==> src/hw/rtl/assert_macros.svh <==
// Assertion macros shared by the filter modules.
`ifndef ASSERT_MACROS_SVH
`define ASSERT_MACROS_SVH

// The consequent must hold in the cycle after the antecedent.
`define IIRDF1_ASSERT_NEXT(lbl, ante, cons) \
    lbl: assert property (@(posedge i_clk) disable iff (!i_rst_n) (ante) |=> (cons)) \
        else $error("next-cycle check failed");

// The consequent must hold in the same cycle as the antecedent.
`define IIRDF1_ASSERT_NOW(lbl, ante, cons) \
    lbl: assert property (@(posedge i_clk) disable iff (!i_rst_n) (ante) |-> (cons)) \
        else $error("same-cycle check failed");

`endif

==> src/hw/rtl/iirdf1_pkg.sv <==
// Types, constants and command structures shared by the biquad filter modules.
`timescale 1ns / 1ps
package iirdf1_pkg;

    localparam int SAMPLE_W   = 16;
    localparam int COEF_W     = 24;
    localparam int MUL_B_W    = 22;
    localparam int PROD_W     = 46;
    localparam int FF_W       = 42;
    localparam int SUM_W      = 64;
    localparam int NUM_W      = 44;
    localparam int QUOT_W     = 16;
    localparam int CFG_IDX_W  = 3;
    localparam int STEP_W     = 3;
    localparam int DIV_CNT_W  = 4;

    localparam int FF_ORDER   = 2;
    localparam int FB_ORDER   = 2;

    typedef logic signed [SAMPLE_W-1:0] t_sample;
    typedef logic signed [COEF_W-1:0]   t_coef;

    localparam t_coef   ONE_Q20    = 24'sd1048576;
    localparam t_sample SAMPLE_MAX = 16'sh7FFF;
    localparam t_sample SAMPLE_MIN = 16'sh8000;
    localparam logic [QUOT_W-1:0] NEG_LIMIT = 16'h8000;

    localparam logic [STEP_W-1:0]    MAC_LAST_STEP = 3'd7;
    localparam logic [DIV_CNT_W-1:0] DIV_LAST_STEP = 4'(QUOT_W - 1);

    typedef enum logic [CFG_IDX_W-1:0] {
        REG_FF_COEF_0 = 3'd0,
        REG_FF_COEF_1 = 3'd1,
        REG_FF_COEF_2 = 3'd2,
        REG_FB_COEF_0 = 3'd3,
        REG_FB_COEF_1 = 3'd4,
        REG_FB_COEF_2 = 3'd5,
        REG_GAIN      = 3'd6
    } t_reg_idx;

    typedef enum logic [2:0] {
        TERM_B0X0     = 3'd0,
        TERM_B1X1     = 3'd1,
        TERM_B2X2     = 3'd2,
        TERM_A1Y1     = 3'd3,
        TERM_A2Y2     = 3'd4,
        TERM_G_FF_LO  = 3'd5,
        TERM_G_FF_HI  = 3'd6
    } t_term;

    typedef struct packed {
        t_coef ff_coef_0;
        t_coef ff_coef_1;
        t_coef ff_coef_2;
        t_coef fb_coef_0;
        t_coef fb_coef_1;
        t_coef fb_coef_2;
        t_coef gain;
    } t_coefs;

    typedef struct packed {
        logic  start;
        logic  mul_en;
        t_term mul_sel;
        logic  acc_en;
        t_term acc_sel;
        logic  check;
        logic  div_step;
        logic  finish;
    } t_dp_cmd;

endpackage

==> src/hw/rtl/iirdf1_in_if.sv <==
// Input sample channel with valid/ready handshake.
`timescale 1ns / 1ps
interface iirdf1_in_if import iirdf1_pkg::*; ();
    logic    valid;
    logic    ready;
    t_sample sample_in;

    modport source (output valid, output sample_in, input ready);
    modport sink (input valid, input sample_in, output ready);
endinterface

==> src/hw/rtl/iirdf1_out_if.sv <==
// Output result channel with valid/ready handshake.
`timescale 1ns / 1ps
interface iirdf1_out_if import iirdf1_pkg::*; ();
    logic    valid;
    logic    ready;
    t_sample sample_out;
    logic    fault;

    modport source (output valid, output sample_out, output fault, input ready);
    modport sink (input valid, input sample_out, input fault, output ready);
endinterface

==> src/hw/rtl/iirdf1_ctrl.sv <==
// Controller state machine that sequences the multiply, check, divide and finish steps.
`timescale 1ns / 1ps
`include "assert_macros.svh"
module iirdf1_ctrl import iirdf1_pkg::*; (
    input  logic    i_clk,
    input  logic    i_rst_n,
    input  logic    i_in_valid,
    output logic    o_in_ready,
    input  logic    i_out_ready,
    output logic    o_out_valid,
    output t_dp_cmd o_cmd
);

    typedef enum logic [4:0] {
        S_IDLE   = 5'b00001,
        S_MAC    = 5'b00010,
        S_CHECK  = 5'b00100,
        S_DIV    = 5'b01000,
        S_FINISH = 5'b10000
    } t_state;

    t_state                r_state, n_state;
    logic [STEP_W-1:0]     r_step, n_step;
    logic [DIV_CNT_W-1:0]  r_div_cnt, n_div_cnt;
    logic                  r_out_valid, n_out_valid;
    logic                  w_accept;
    logic                  w_emit;

    assign w_accept = i_in_valid && (r_state == S_IDLE);
    assign w_emit   = (r_state == S_FINISH) && (!r_out_valid || i_out_ready);

    always_comb begin
        n_state   = r_state;
        n_step    = r_step;
        n_div_cnt = r_div_cnt;
        case (r_state)
            S_IDLE: begin
                if (w_accept) begin
                    n_state = S_MAC;
                    n_step  = '0;
                end
            end
            S_MAC: begin
                if (r_step == MAC_LAST_STEP) begin
                    n_state = S_CHECK;
                end else begin
                    n_step = r_step + 1'b1;
                end
            end
            S_CHECK: begin
                n_state   = S_DIV;
                n_div_cnt = '0;
            end
            S_DIV: begin
                n_div_cnt = r_div_cnt + 1'b1;
                if (r_div_cnt == DIV_LAST_STEP) begin
                    n_state = S_FINISH;
                end
            end
            S_FINISH: begin
                if (w_emit) begin
                    n_state = S_IDLE;
                end
            end
            default: begin
                n_state = S_IDLE;
            end
        endcase
    end

    always_comb begin
        if (w_emit) begin
            n_out_valid = 1'b1;
        end else if (i_out_ready) begin
            n_out_valid = 1'b0;
        end else begin
            n_out_valid = r_out_valid;
        end
    end

    always_ff @(posedge i_clk) begin
        if (!i_rst_n) begin
            r_state     <= S_IDLE;
            r_step      <= '0;
            r_div_cnt   <= '0;
            r_out_valid <= 1'b0;
        end else begin
            r_state     <= n_state;
            r_step      <= n_step;
            r_div_cnt   <= n_div_cnt;
            r_out_valid <= n_out_valid;
        end
    end

    always_comb begin
        o_cmd          = '0;
        o_cmd.start    = w_accept;
        o_cmd.mul_en   = (r_state == S_MAC) && (r_step != MAC_LAST_STEP);
        o_cmd.mul_sel  = t_term'(r_step);
        o_cmd.acc_en   = (r_state == S_MAC) && (r_step != '0);
        o_cmd.acc_sel  = t_term'(r_step - 1'b1);
        o_cmd.check    = (r_state == S_CHECK);
        o_cmd.div_step = (r_state == S_DIV);
        o_cmd.finish   = w_emit;
    end

    assign o_in_ready  = (r_state == S_IDLE);
    assign o_out_valid = r_out_valid;

    `IIRDF1_ASSERT_NEXT(a_accept_starts_mac, w_accept, (r_state == S_MAC) && (r_step == '0))
    `IIRDF1_ASSERT_NEXT(a_result_waits, (r_state == S_FINISH) && r_out_valid && !i_out_ready, (r_state == S_FINISH) && r_out_valid)
    `IIRDF1_ASSERT_NOW(a_div_count_wrapped, r_state == S_FINISH, r_div_cnt == '0)

endmodule

==> src/hw/rtl/iirdf1_dp.sv <==
// Datapath with the shared multiplier, accumulators, serial divider and sample histories.
`timescale 1ns / 1ps
`include "assert_macros.svh"
module iirdf1_dp import iirdf1_pkg::*; (
    input  logic    i_clk,
    input  logic    i_rst_n,
    input  t_dp_cmd i_cmd,
    input  t_coefs  i_coefs,
    input  t_sample i_sample_in,
    output t_sample o_sample_out,
    output logic    o_fault
);

    t_sample                    r_x0, r_x1, r_x2, r_y1, r_y2;
    logic signed [PROD_W-1:0]   r_prod;
    logic signed [FF_W-1:0]     r_ff, n_ff;
    logic signed [SUM_W-1:0]    r_sum, n_sum;
    logic [COEF_W-1:0]          r_div;
    logic [COEF_W-1:0]          r_rem;
    logic [QUOT_W-1:0]          r_lo;
    logic                       r_ovf;
    logic                       r_q_neg;
    t_sample                    r_out_sample;
    logic                       r_fault;

    t_coef                      w_mul_a;
    logic signed [MUL_B_W-1:0]  w_mul_b;
    logic signed [PROD_W-1:0]   w_prod;
    logic signed [SUM_W-1:0]    w_abs_sum;
    logic [NUM_W-1:0]           w_num;
    logic [COEF_W-1:0]          w_abs_a0;
    logic                       w_ovf;
    logic [COEF_W:0]            w_rem_shift;
    logic [COEF_W:0]            w_rem_diff;
    logic                       w_ge;
    t_sample                    w_y;
    logic                       w_fault;

    always_comb begin
        w_mul_a = '0;
        w_mul_b = '0;
        case (i_cmd.mul_sel)
            TERM_B0X0: begin
                w_mul_a = i_coefs.ff_coef_0;
                w_mul_b = {{(MUL_B_W-SAMPLE_W){r_x0[SAMPLE_W-1]}}, r_x0};
            end
            TERM_B1X1: begin
                w_mul_a = (FF_ORDER >= 1) ? i_coefs.ff_coef_1 : '0;
                w_mul_b = {{(MUL_B_W-SAMPLE_W){r_x1[SAMPLE_W-1]}}, r_x1};
            end
            TERM_B2X2: begin
                w_mul_a = (FF_ORDER >= 2) ? i_coefs.ff_coef_2 : '0;
                w_mul_b = {{(MUL_B_W-SAMPLE_W){r_x2[SAMPLE_W-1]}}, r_x2};
            end
            TERM_A1Y1: begin
                w_mul_a = (FB_ORDER >= 1) ? i_coefs.fb_coef_1 : '0;
                w_mul_b = {{(MUL_B_W-SAMPLE_W){r_y1[SAMPLE_W-1]}}, r_y1};
            end
            TERM_A2Y2: begin
                w_mul_a = (FB_ORDER >= 2) ? i_coefs.fb_coef_2 : '0;
                w_mul_b = {{(MUL_B_W-SAMPLE_W){r_y2[SAMPLE_W-1]}}, r_y2};
            end
            TERM_G_FF_LO: begin
                w_mul_a = i_coefs.gain;
                w_mul_b = {1'b0, r_ff[20:0]};
            end
            TERM_G_FF_HI: begin
                w_mul_a = i_coefs.gain;
                w_mul_b = {r_ff[FF_W-1], r_ff[FF_W-1:21]};
            end
            default: begin
                w_mul_a = '0;
                w_mul_b = '0;
            end
        endcase
    end

    assign w_prod = w_mul_a * w_mul_b;

    always_comb begin
        n_ff  = r_ff;
        n_sum = r_sum;
        if (i_cmd.start) begin
            n_ff  = '0;
            n_sum = '0;
        end else if (i_cmd.acc_en) begin
            case (i_cmd.acc_sel)
                TERM_B0X0, TERM_B1X1, TERM_B2X2: begin
                    n_ff = r_ff + r_prod[FF_W-1:0];
                end
                TERM_A1Y1, TERM_A2Y2: begin
                    n_sum = r_sum - {{4{r_prod[39]}}, r_prod[39:0], 20'b0};
                end
                TERM_G_FF_LO: begin
                    n_sum = r_sum + {{(SUM_W-PROD_W){r_prod[PROD_W-1]}}, r_prod};
                end
                TERM_G_FF_HI: begin
                    n_sum = r_sum + {r_prod[42:0], 21'b0};
                end
                default: begin
                    n_sum = r_sum;
                end
            endcase
        end
    end

    assign w_abs_sum = r_sum[SUM_W-1] ? -r_sum : r_sum;
    assign w_num     = w_abs_sum[SUM_W-1:20];
    assign w_abs_a0  = i_coefs.fb_coef_0[COEF_W-1] ? COEF_W'(-i_coefs.fb_coef_0)
                                                   : i_coefs.fb_coef_0;
    assign w_ovf     = w_num >= {4'b0, w_abs_a0, 16'b0};

    assign w_rem_shift = {r_rem, r_lo[QUOT_W-1]};
    assign w_rem_diff  = w_rem_shift - {1'b0, r_div};
    assign w_ge        = w_rem_shift >= {1'b0, r_div};

    always_comb begin
        if (i_coefs.fb_coef_0 == '0) begin
            w_y     = '0;
            w_fault = 1'b1;
        end else if (r_ovf || (!r_q_neg && r_lo[QUOT_W-1]) || (r_q_neg && (r_lo > NEG_LIMIT))) begin
            w_y     = r_q_neg ? SAMPLE_MIN : SAMPLE_MAX;
            w_fault = 1'b1;
        end else begin
            w_y     = r_q_neg ? t_sample'(-r_lo) : t_sample'(r_lo);
            w_fault = 1'b0;
        end
    end

    always_ff @(posedge i_clk) begin
        if (i_cmd.start) begin
            r_x0 <= i_sample_in;
        end
        if (i_cmd.mul_en) begin
            r_prod <= w_prod;
        end
        r_ff  <= n_ff;
        r_sum <= n_sum;
        if (i_cmd.check) begin
            r_div   <= w_abs_a0;
            r_rem   <= w_num[39:16];
            r_lo    <= w_num[15:0];
            r_ovf   <= w_ovf;
            r_q_neg <= r_sum[SUM_W-1] ^ i_coefs.fb_coef_0[COEF_W-1];
        end else if (i_cmd.div_step) begin
            r_rem <= w_ge ? w_rem_diff[COEF_W-1:0] : w_rem_shift[COEF_W-1:0];
            r_lo  <= {r_lo[QUOT_W-2:0], w_ge};
        end
        if (i_cmd.finish) begin
            r_out_sample <= w_y;
            r_fault      <= w_fault;
        end
    end

    always_ff @(posedge i_clk) begin
        if (!i_rst_n) begin
            r_x1 <= '0;
            r_x2 <= '0;
            r_y1 <= '0;
            r_y2 <= '0;
        end else if (i_cmd.finish) begin
            if (w_fault) begin
                r_x1 <= '0;
                r_x2 <= '0;
                r_y1 <= '0;
                r_y2 <= '0;
            end else begin
                r_x1 <= r_x0;
                r_x2 <= r_x1;
                r_y1 <= w_y;
                r_y2 <= r_y1;
            end
        end
    end

    assign o_sample_out = r_out_sample;
    assign o_fault      = r_fault;

    `IIRDF1_ASSERT_NEXT(a_start_loads_sample, i_cmd.start, r_x0 == $past(i_sample_in))
    `IIRDF1_ASSERT_NEXT(a_zero_divisor_out, i_cmd.finish && (i_coefs.fb_coef_0 == '0), (o_sample_out == '0) && o_fault)
    `IIRDF1_ASSERT_NEXT(a_history_update, i_cmd.finish, o_fault ? ((r_x1 == '0) && (r_x2 == '0) && (r_y1 == '0) && (r_y2 == '0)) : (r_y1 == o_sample_out))

endmodule

==> src/hw/rtl/iir_direct_form_one_filter_unit.sv <==
// Top level of the direct form I biquad filter with its configuration registers.
//
//   Channel     Direction  Payload
//   i_sample    in         sample_in (Q1.15)
//   o_result    out        sample_out (Q1.15), fault
//   i_cfg_*     in         register index and 24-bit Q4.20 coefficient
//
// From acceptance until its result is loaded into the output register, an item passes
// through seven products on one shared 24 x 22 multiplier, one range check, and a
// 16-step restoring divider for the division by a0.
// The next sample is accepted as soon as the previous result is loaded, even if that
// result has not yet been taken; a finished result waits while the output register is full.
// Synchronous reset clears the histories and handshake state; a0 and the gain reset to one.
`timescale 1ns / 1ps
module iir_direct_form_one_filter_unit import iirdf1_pkg::*; (
    input  logic                 i_clk,
    input  logic                 i_rst_n,
    input  logic                 i_cfg_we,
    input  logic [CFG_IDX_W-1:0] i_cfg_idx,
    input  logic [COEF_W-1:0]    i_cfg_data,
    iirdf1_in_if.sink            i_sample,
    iirdf1_out_if.source         o_result
);

    t_coefs  r_coefs, n_coefs;
    t_dp_cmd w_cmd;
    logic    w_in_ready;
    logic    w_out_valid;

    always_comb begin
        n_coefs = r_coefs;
        if (i_cfg_we) begin
            case (t_reg_idx'(i_cfg_idx))
                REG_FF_COEF_0: n_coefs.ff_coef_0 = i_cfg_data;
                REG_FF_COEF_1: n_coefs.ff_coef_1 = i_cfg_data;
                REG_FF_COEF_2: n_coefs.ff_coef_2 = i_cfg_data;
                REG_FB_COEF_0: n_coefs.fb_coef_0 = i_cfg_data;
                REG_FB_COEF_1: n_coefs.fb_coef_1 = i_cfg_data;
                REG_FB_COEF_2: n_coefs.fb_coef_2 = i_cfg_data;
                REG_GAIN:      n_coefs.gain      = i_cfg_data;
                default:       n_coefs = r_coefs;
            endcase
        end
    end

    always_ff @(posedge i_clk) begin
        if (!i_rst_n) begin
            r_coefs.ff_coef_0 <= '0;
            r_coefs.ff_coef_1 <= '0;
            r_coefs.ff_coef_2 <= '0;
            r_coefs.fb_coef_0 <= ONE_Q20;
            r_coefs.fb_coef_1 <= '0;
            r_coefs.fb_coef_2 <= '0;
            r_coefs.gain      <= ONE_Q20;
        end else begin
            r_coefs <= n_coefs;
        end
    end

    iirdf1_ctrl u_ctrl (
        .i_clk       (i_clk),
        .i_rst_n     (i_rst_n),
        .i_in_valid  (i_sample.valid),
        .o_in_ready  (w_in_ready),
        .i_out_ready (o_result.ready),
        .o_out_valid (w_out_valid),
        .o_cmd       (w_cmd)
    );

    iirdf1_dp u_dp (
        .i_clk        (i_clk),
        .i_rst_n      (i_rst_n),
        .i_cmd        (w_cmd),
        .i_coefs      (r_coefs),
        .i_sample_in  (i_sample.sample_in),
        .o_sample_out (o_result.sample_out),
        .o_fault      (o_result.fault)
    );

    assign i_sample.ready = w_in_ready;
    assign o_result.valid = w_out_valid;

endmodule

==> src/flat_wrapper.sv <==
// flat-port wrapper written by rule: the top's interface ports become plain ports
module iir_direct_form_one_filter_unit_flat import iirdf1_pkg::*;
  (i_clk, i_rst_n, i_cfg_we, i_cfg_idx, i_cfg_data, i_sample_valid, i_sample_sample_in, i_sample_ready, o_result_valid, o_result_sample_out, o_result_fault, o_result_ready);
  iirdf1_in_if i_sample_i ();
  iirdf1_out_if o_result_i ();
  input  logic i_clk;
  input  logic i_rst_n;
  input  logic i_cfg_we;
  input  logic [CFG_IDX_W-1:0] i_cfg_idx;
  input  logic [COEF_W-1:0] i_cfg_data;
  input wire logic [$bits(i_sample_i.valid)-1:0] i_sample_valid;
  input wire logic [$bits(i_sample_i.sample_in)-1:0] i_sample_sample_in;
  output wire logic [$bits(i_sample_i.ready)-1:0] i_sample_ready;
  output wire logic [$bits(o_result_i.valid)-1:0] o_result_valid;
  output wire logic [$bits(o_result_i.sample_out)-1:0] o_result_sample_out;
  output wire logic [$bits(o_result_i.fault)-1:0] o_result_fault;
  input wire logic [$bits(o_result_i.ready)-1:0] o_result_ready;
  assign i_sample_i.valid = i_sample_valid;
  assign i_sample_i.sample_in = i_sample_sample_in;
  assign i_sample_ready = i_sample_i.ready;
  assign o_result_valid = o_result_i.valid;
  assign o_result_sample_out = o_result_i.sample_out;
  assign o_result_fault = o_result_i.fault;
  assign o_result_i.ready = o_result_ready;
  iir_direct_form_one_filter_unit u_core (.i_clk(i_clk), .i_rst_n(i_rst_n), .i_cfg_we(i_cfg_we), .i_cfg_idx(i_cfg_idx), .i_cfg_data(i_cfg_data), .i_sample(i_sample_i), .o_result(o_result_i));
endmodule
==> config.mk <==
export PLATFORM = sky130hd
export DESIGN_NAME = iir_direct_form_one_filter_unit_flat
export DESIGN_NICKNAME = d
export VERILOG_FILES = /design/src/hw/rtl/iirdf1_pkg.sv /design/src/hw/rtl/iirdf1_in_if.sv /design/src/hw/rtl/iirdf1_out_if.sv /design/src/hw/rtl/iirdf1_ctrl.sv /design/src/hw/rtl/iirdf1_dp.sv /design/src/hw/rtl/iir_direct_form_one_filter_unit.sv /design/src/flat_wrapper.sv
export VERILOG_INCLUDE_DIRS = /design/src /design/src/hw/rtl
export SDC_FILE = /design/constraint.sdc
export NUM_CORES = 2
export LEC_CHECK = 0
export BUFFER_PORTS_ARGS = -buffer_cell sky130_fd_sc_hd__clkbuf_2
export CAP_MARGIN = 20
export CORE_MARGIN = 4
export CORE_UTILIZATION = 35
export CTS_CLUSTER_SIZE = 16
export DETAILED_ROUTE_END_ITERATION = 7
export GPL_TIMING_DRIVEN = 0
export PLACE_DENSITY_LB_ADDON = 0.3
export SLEW_MARGIN = 20
export SYNTH_ARGS = -nofsm -noshare
export SYNTH_HDL_FRONTEND = slang
export SYNTH_SLANG_ARGS = --single-unit
==> constraint.sdc <==
create_clock -name i_clk -period 22.9 [get_ports i_clk]
set_clock_uncertainty 0.05 [all_clocks]
set_input_delay 1.145 -clock i_clk [delete_from_list [all_inputs] [get_ports i_clk]]
set_output_delay 1.145 -clock i_clk [all_outputs]
set_load 0.005 [all_outputs]
==> impl_metrics.py <==
metrics = {
    "synthesis": {
        "synth.top_cell.area_share_pct": 20.78,
        "ys_ff_latch": 496,
        "synth_fp_nets": 7371,
        "synth.most_common_cell": "nand2_1",
        "synth_common_cells": "nand2_1, inv_1, a21oi_1, fa_1, nor2_1",
        "yosys_warnings": 0,
        "synthesis.area_um2": 52600,
        "synth-async-reset-ratio_pct": 0,
        "ys_top_cells_by_area": "fa_1, dfxtp_1, ha_1",
        "ys_seq_area_share_pct": 21.64,
        "synthCells": 6389,
        "yosys.area.top_type": "fa_1",
        "synth_ff_type": "dfxtp_1",
        "synth_edf_count": 145,
        "yosysUniqueCellTypes": 83,
        "syn-mean-instance-area_um2": 8.233,
    },
    "floorplan": {
        "rows": 141,
        "boundaryPins": 67,
        "die-area_um2": 156500,
        "start_util_pct": 35.41,
        "die_h_um": 395.7,
        "die_w_um": 395.7,
        "core-area_um2": 148500,
    },
    "power_and_ir_drop": {
        "p_leak_nw": 25.92,
        "ir_drop_mv": 0.05959,
        "power_mw": 2.745,
        "powerDensity_nw_per_um2": 47.48,
    },
    "grt": {
        "met2_usage_pct": 39.88,
        "grt_pass1_vias": 47050,
        "overflow": 0,
        "met3_usage_pct": 3.997,
        "grt_start_max_net_pins": 33,
        "met1_usage_pct": 34.34,
        "grt_first_pass_wirelength_mm": 302.1,
        "grt_antenna_before_repair": 13,
        "grt_usage_pct": 25.43,
        "busiest_layer": "met2",
    },
    "place": {
        "gp_congestion": 0.9951,
        "placed_area_um2": 55840,
        "numPortBuffers": 66,
        "dp_hpwl_mm": 163.9,
    },
    "sta": {
        "final_max_slew_viol_count": 0,
        "maxSlewHeadroom_pct": 14.12,
        "rsz0062_at_grt": "no",
        "final.period_utilization_pct": 52.35,
        "worst-slew-pin-transition_ps": 1283,
        "finalCriticalPeriod_ps": 11990,
        "tns_ps": 0,
        "hold_viol": 0,
        "max_clock_freq_mhz": 83.41,
        "setup_violations": 0,
    },
    "setup_path": {
        "crit_top_cell": "fa_1",
        "worstPathArrival_ps": 12340,
        "crit_path_end_kind": "register",
        "worstSetupPathType": "reg2reg",
        "startpoint_type": "register",
        "worstPathRequired_ps": 23260,
        "crit_fanout": 10,
        "crit_family": "adder cells",
        "crit_path_max_incr_delay_ps": 740,
        "cpMaxStageDelayCell": "a21oi_2",
        "worst-path-buf-inv": 8,
    },
    "drt": {
        "wl_per_cell_um": 23.60,
        "drtIter0Drc": 4981,
        "route.detailed.drc": 0,
        "vias": 48010,
        "wl_mm": 202.6,
        "vias_per_cell": 5.591,
        "firstDrtPassIters": 7,
        "ant_nets": 0,
    },
    "run": {
        "maxCapViolCount": 0,
    },
    "cts": {
        "htreeDepth": 2,
        "clk_latency_ps": 700,
        "root_buffer": "clkbuf_16",
        "clock_sinks": 496,
        "clk_pin_slew_ps": 60,
        "cts_buffers": 57,
        "cts_setup_buffers": 0,
        "cts_tree": "yes",
        "cts_resized": 0,
        "clockBufferDepth": 3,
        "ctsHoldBuffers": 0,
    },
    "final_layout": {
        "final_area_um2": 57810,
        "fill_cells": 15220,
        "syn2layout_area_growth_pct": 9.917,
        "fin_nets": 7518,
        "drive_above_1_share_pct": 4.010,
    },
    "min_path": {
        "hold_class": "reg2reg",
    },
    "status": {
        "run_status": "finished clean",
    },
}
==> sequential cells by signal, indices dropped and copies added (netlist names) <==
signal,count
u_core.u_dp.r_prod,46
u_core.u_dp.r_x2,16
u_core.u_dp.r_x1,16
u_core.u_ctrl.r_step,3
u_core.u_dp.r_ovf,1
u_core.r_coefs,168
u_core.u_ctrl.o_out_valid,1
u_core.u_dp.o_sample_out,16
u_core.u_dp.r_sum,64
u_core.u_ctrl.r_div_cnt,4
u_core.u_ctrl.r_state,5
u_core.u_dp.r_x0,16
u_core.u_dp.o_fault,1
u_core.u_dp.r_ff,42
u_core.u_dp.r_q_neg,1
u_core.u_dp.r_rem,24
u_core.u_dp.r_y1,16
u_core.u_dp.r_lo,16
u_core.u_dp.r_y2,16
u_core.u_dp.r_div,24
==> cells by family (layout without fill, tap and decap cells) <==
kind of cell / count (synthesis) / after routing / synth area share [%]
simple gates: 2035 / 2035 / 17.02
compound gates: 1515 / 1515 / 18.01
buf+inv: 1080 / 1274 / 7.772
fa+ha+maj: 936 / 936 / 30.05
flops: 496 / 496 / 21.64
xor+xnor: 303 / 303 / 5.045
mux: 24 / 24 / 0.4639
other cells: 0 / 2 / 0
==> metal layers <==
metal / wire (um) / share of wire (%) / vias to the layer above
met5: 42 / 0.021 / -
met4: 11770 / 5.8 / 6
met3: 16960 / 8.4 / 467
met2: 89240 / 44 / 2109
met1: 84610 / 42 / 23660
li1: - / - / 21770
==> power by group <==
group | leakage (nW) | switching (mW) | internal (mW)
clock | 0.964 | 0.422 | 0.555
combinational | 20.8 | 0.531 | 0.275
sequential | 4.14 | 0.0284 | 0.934
==> cell type report <==
class | instances | area [um^2] | share of cell area, %
tap | 2002 | 2505 | 4.333
multi-input combinational | 4813 | 37290 | 64.50
sequential | 496 | 11380 | 19.69
buffer | 298 | 1154 | 1.995
antenna | 2 | 5.005 | 0.008657
inverter | 782 | 2937 | 5.079
timing repair buffer | 88 | 574.3 | 0.9934
clock inverter | 19 | 289.0 | 0.4999
clock buffer | 87 | 1679 | 2.904
==> through the flow <==
stage | worst slack (ps) | hold slack, ps | std cells | util [%]
floorplan | 13740 | 371.5 | 6389 | -
global placement | 10640 | 382.9 | 8457 | 37.32
detailed placement | 10800 | 391.3 | 8479 | 37.59
CTS | 10720 | 400.1 | 8585 | 38.91
global route | 10550 | 417.9 | 8586 | 38.92
finish | 10910 | 403.5 | 8587 | 38.92
==> worst paths after layout <==
check / start / end / slack [ps] / depth (start not counted)
worst max-delay path: u_core.u_ctrl.r_step[2] / u_core.u_dp.r_prod[43] / 10910 / 32
worst min-delay path: u_core.u_dp.r_x2[5] / u_core.u_dp.r_x2[5] / 400 / 2
worst max register to register: u_core.u_ctrl.r_step[2] / u_core.u_dp.r_prod[43] / 10910 / 32
worst min register to register: u_core.u_dp.r_x2[5] / u_core.u_dp.r_x2[5] / 400 / 2
==> layout by cell type, fill, tap and decap left out, types with 30 or more instances in the layout <==
cell type / count
ha_1: 388
dfxtp_1: 351
a21o_1: 147
a211oi_1: 48
nand2b_1: 48
a21oi_1: 619
nand3_1: 115
nor2_1: 407
clkbuf_2: 69
xnor2_1: 202
fa_1: 546
a22oi_1: 59
o21bai_1: 45
nand2_1: 1065
o31ai_1: 30
clkbuf_1: 288
clkbuf_16: 57
and2_1: 64
a221oi_1: 34
xor2_1: 101
a31oi_1: 50
o21a_1: 45
o211ai_1: 31
nor2b_1: 45
nor3_1: 79
inv_1: 776
nand4_1: 53
o21ai_0: 216
edfxtp_1: 145
and3_1: 32
==> worst register-to-register path: cells and delay by family, from the launching register on <==
family                     cells  cell delay [ps]
and+or+nand+nor                4              940
xor gates and xnor gates       1              110
buffers and inverters          8             2800
adders and majority gates      9             4590
AOI/OAI and AO/OA             10             2810
DFF                            1              410
(Power assumes the default switching activity.)
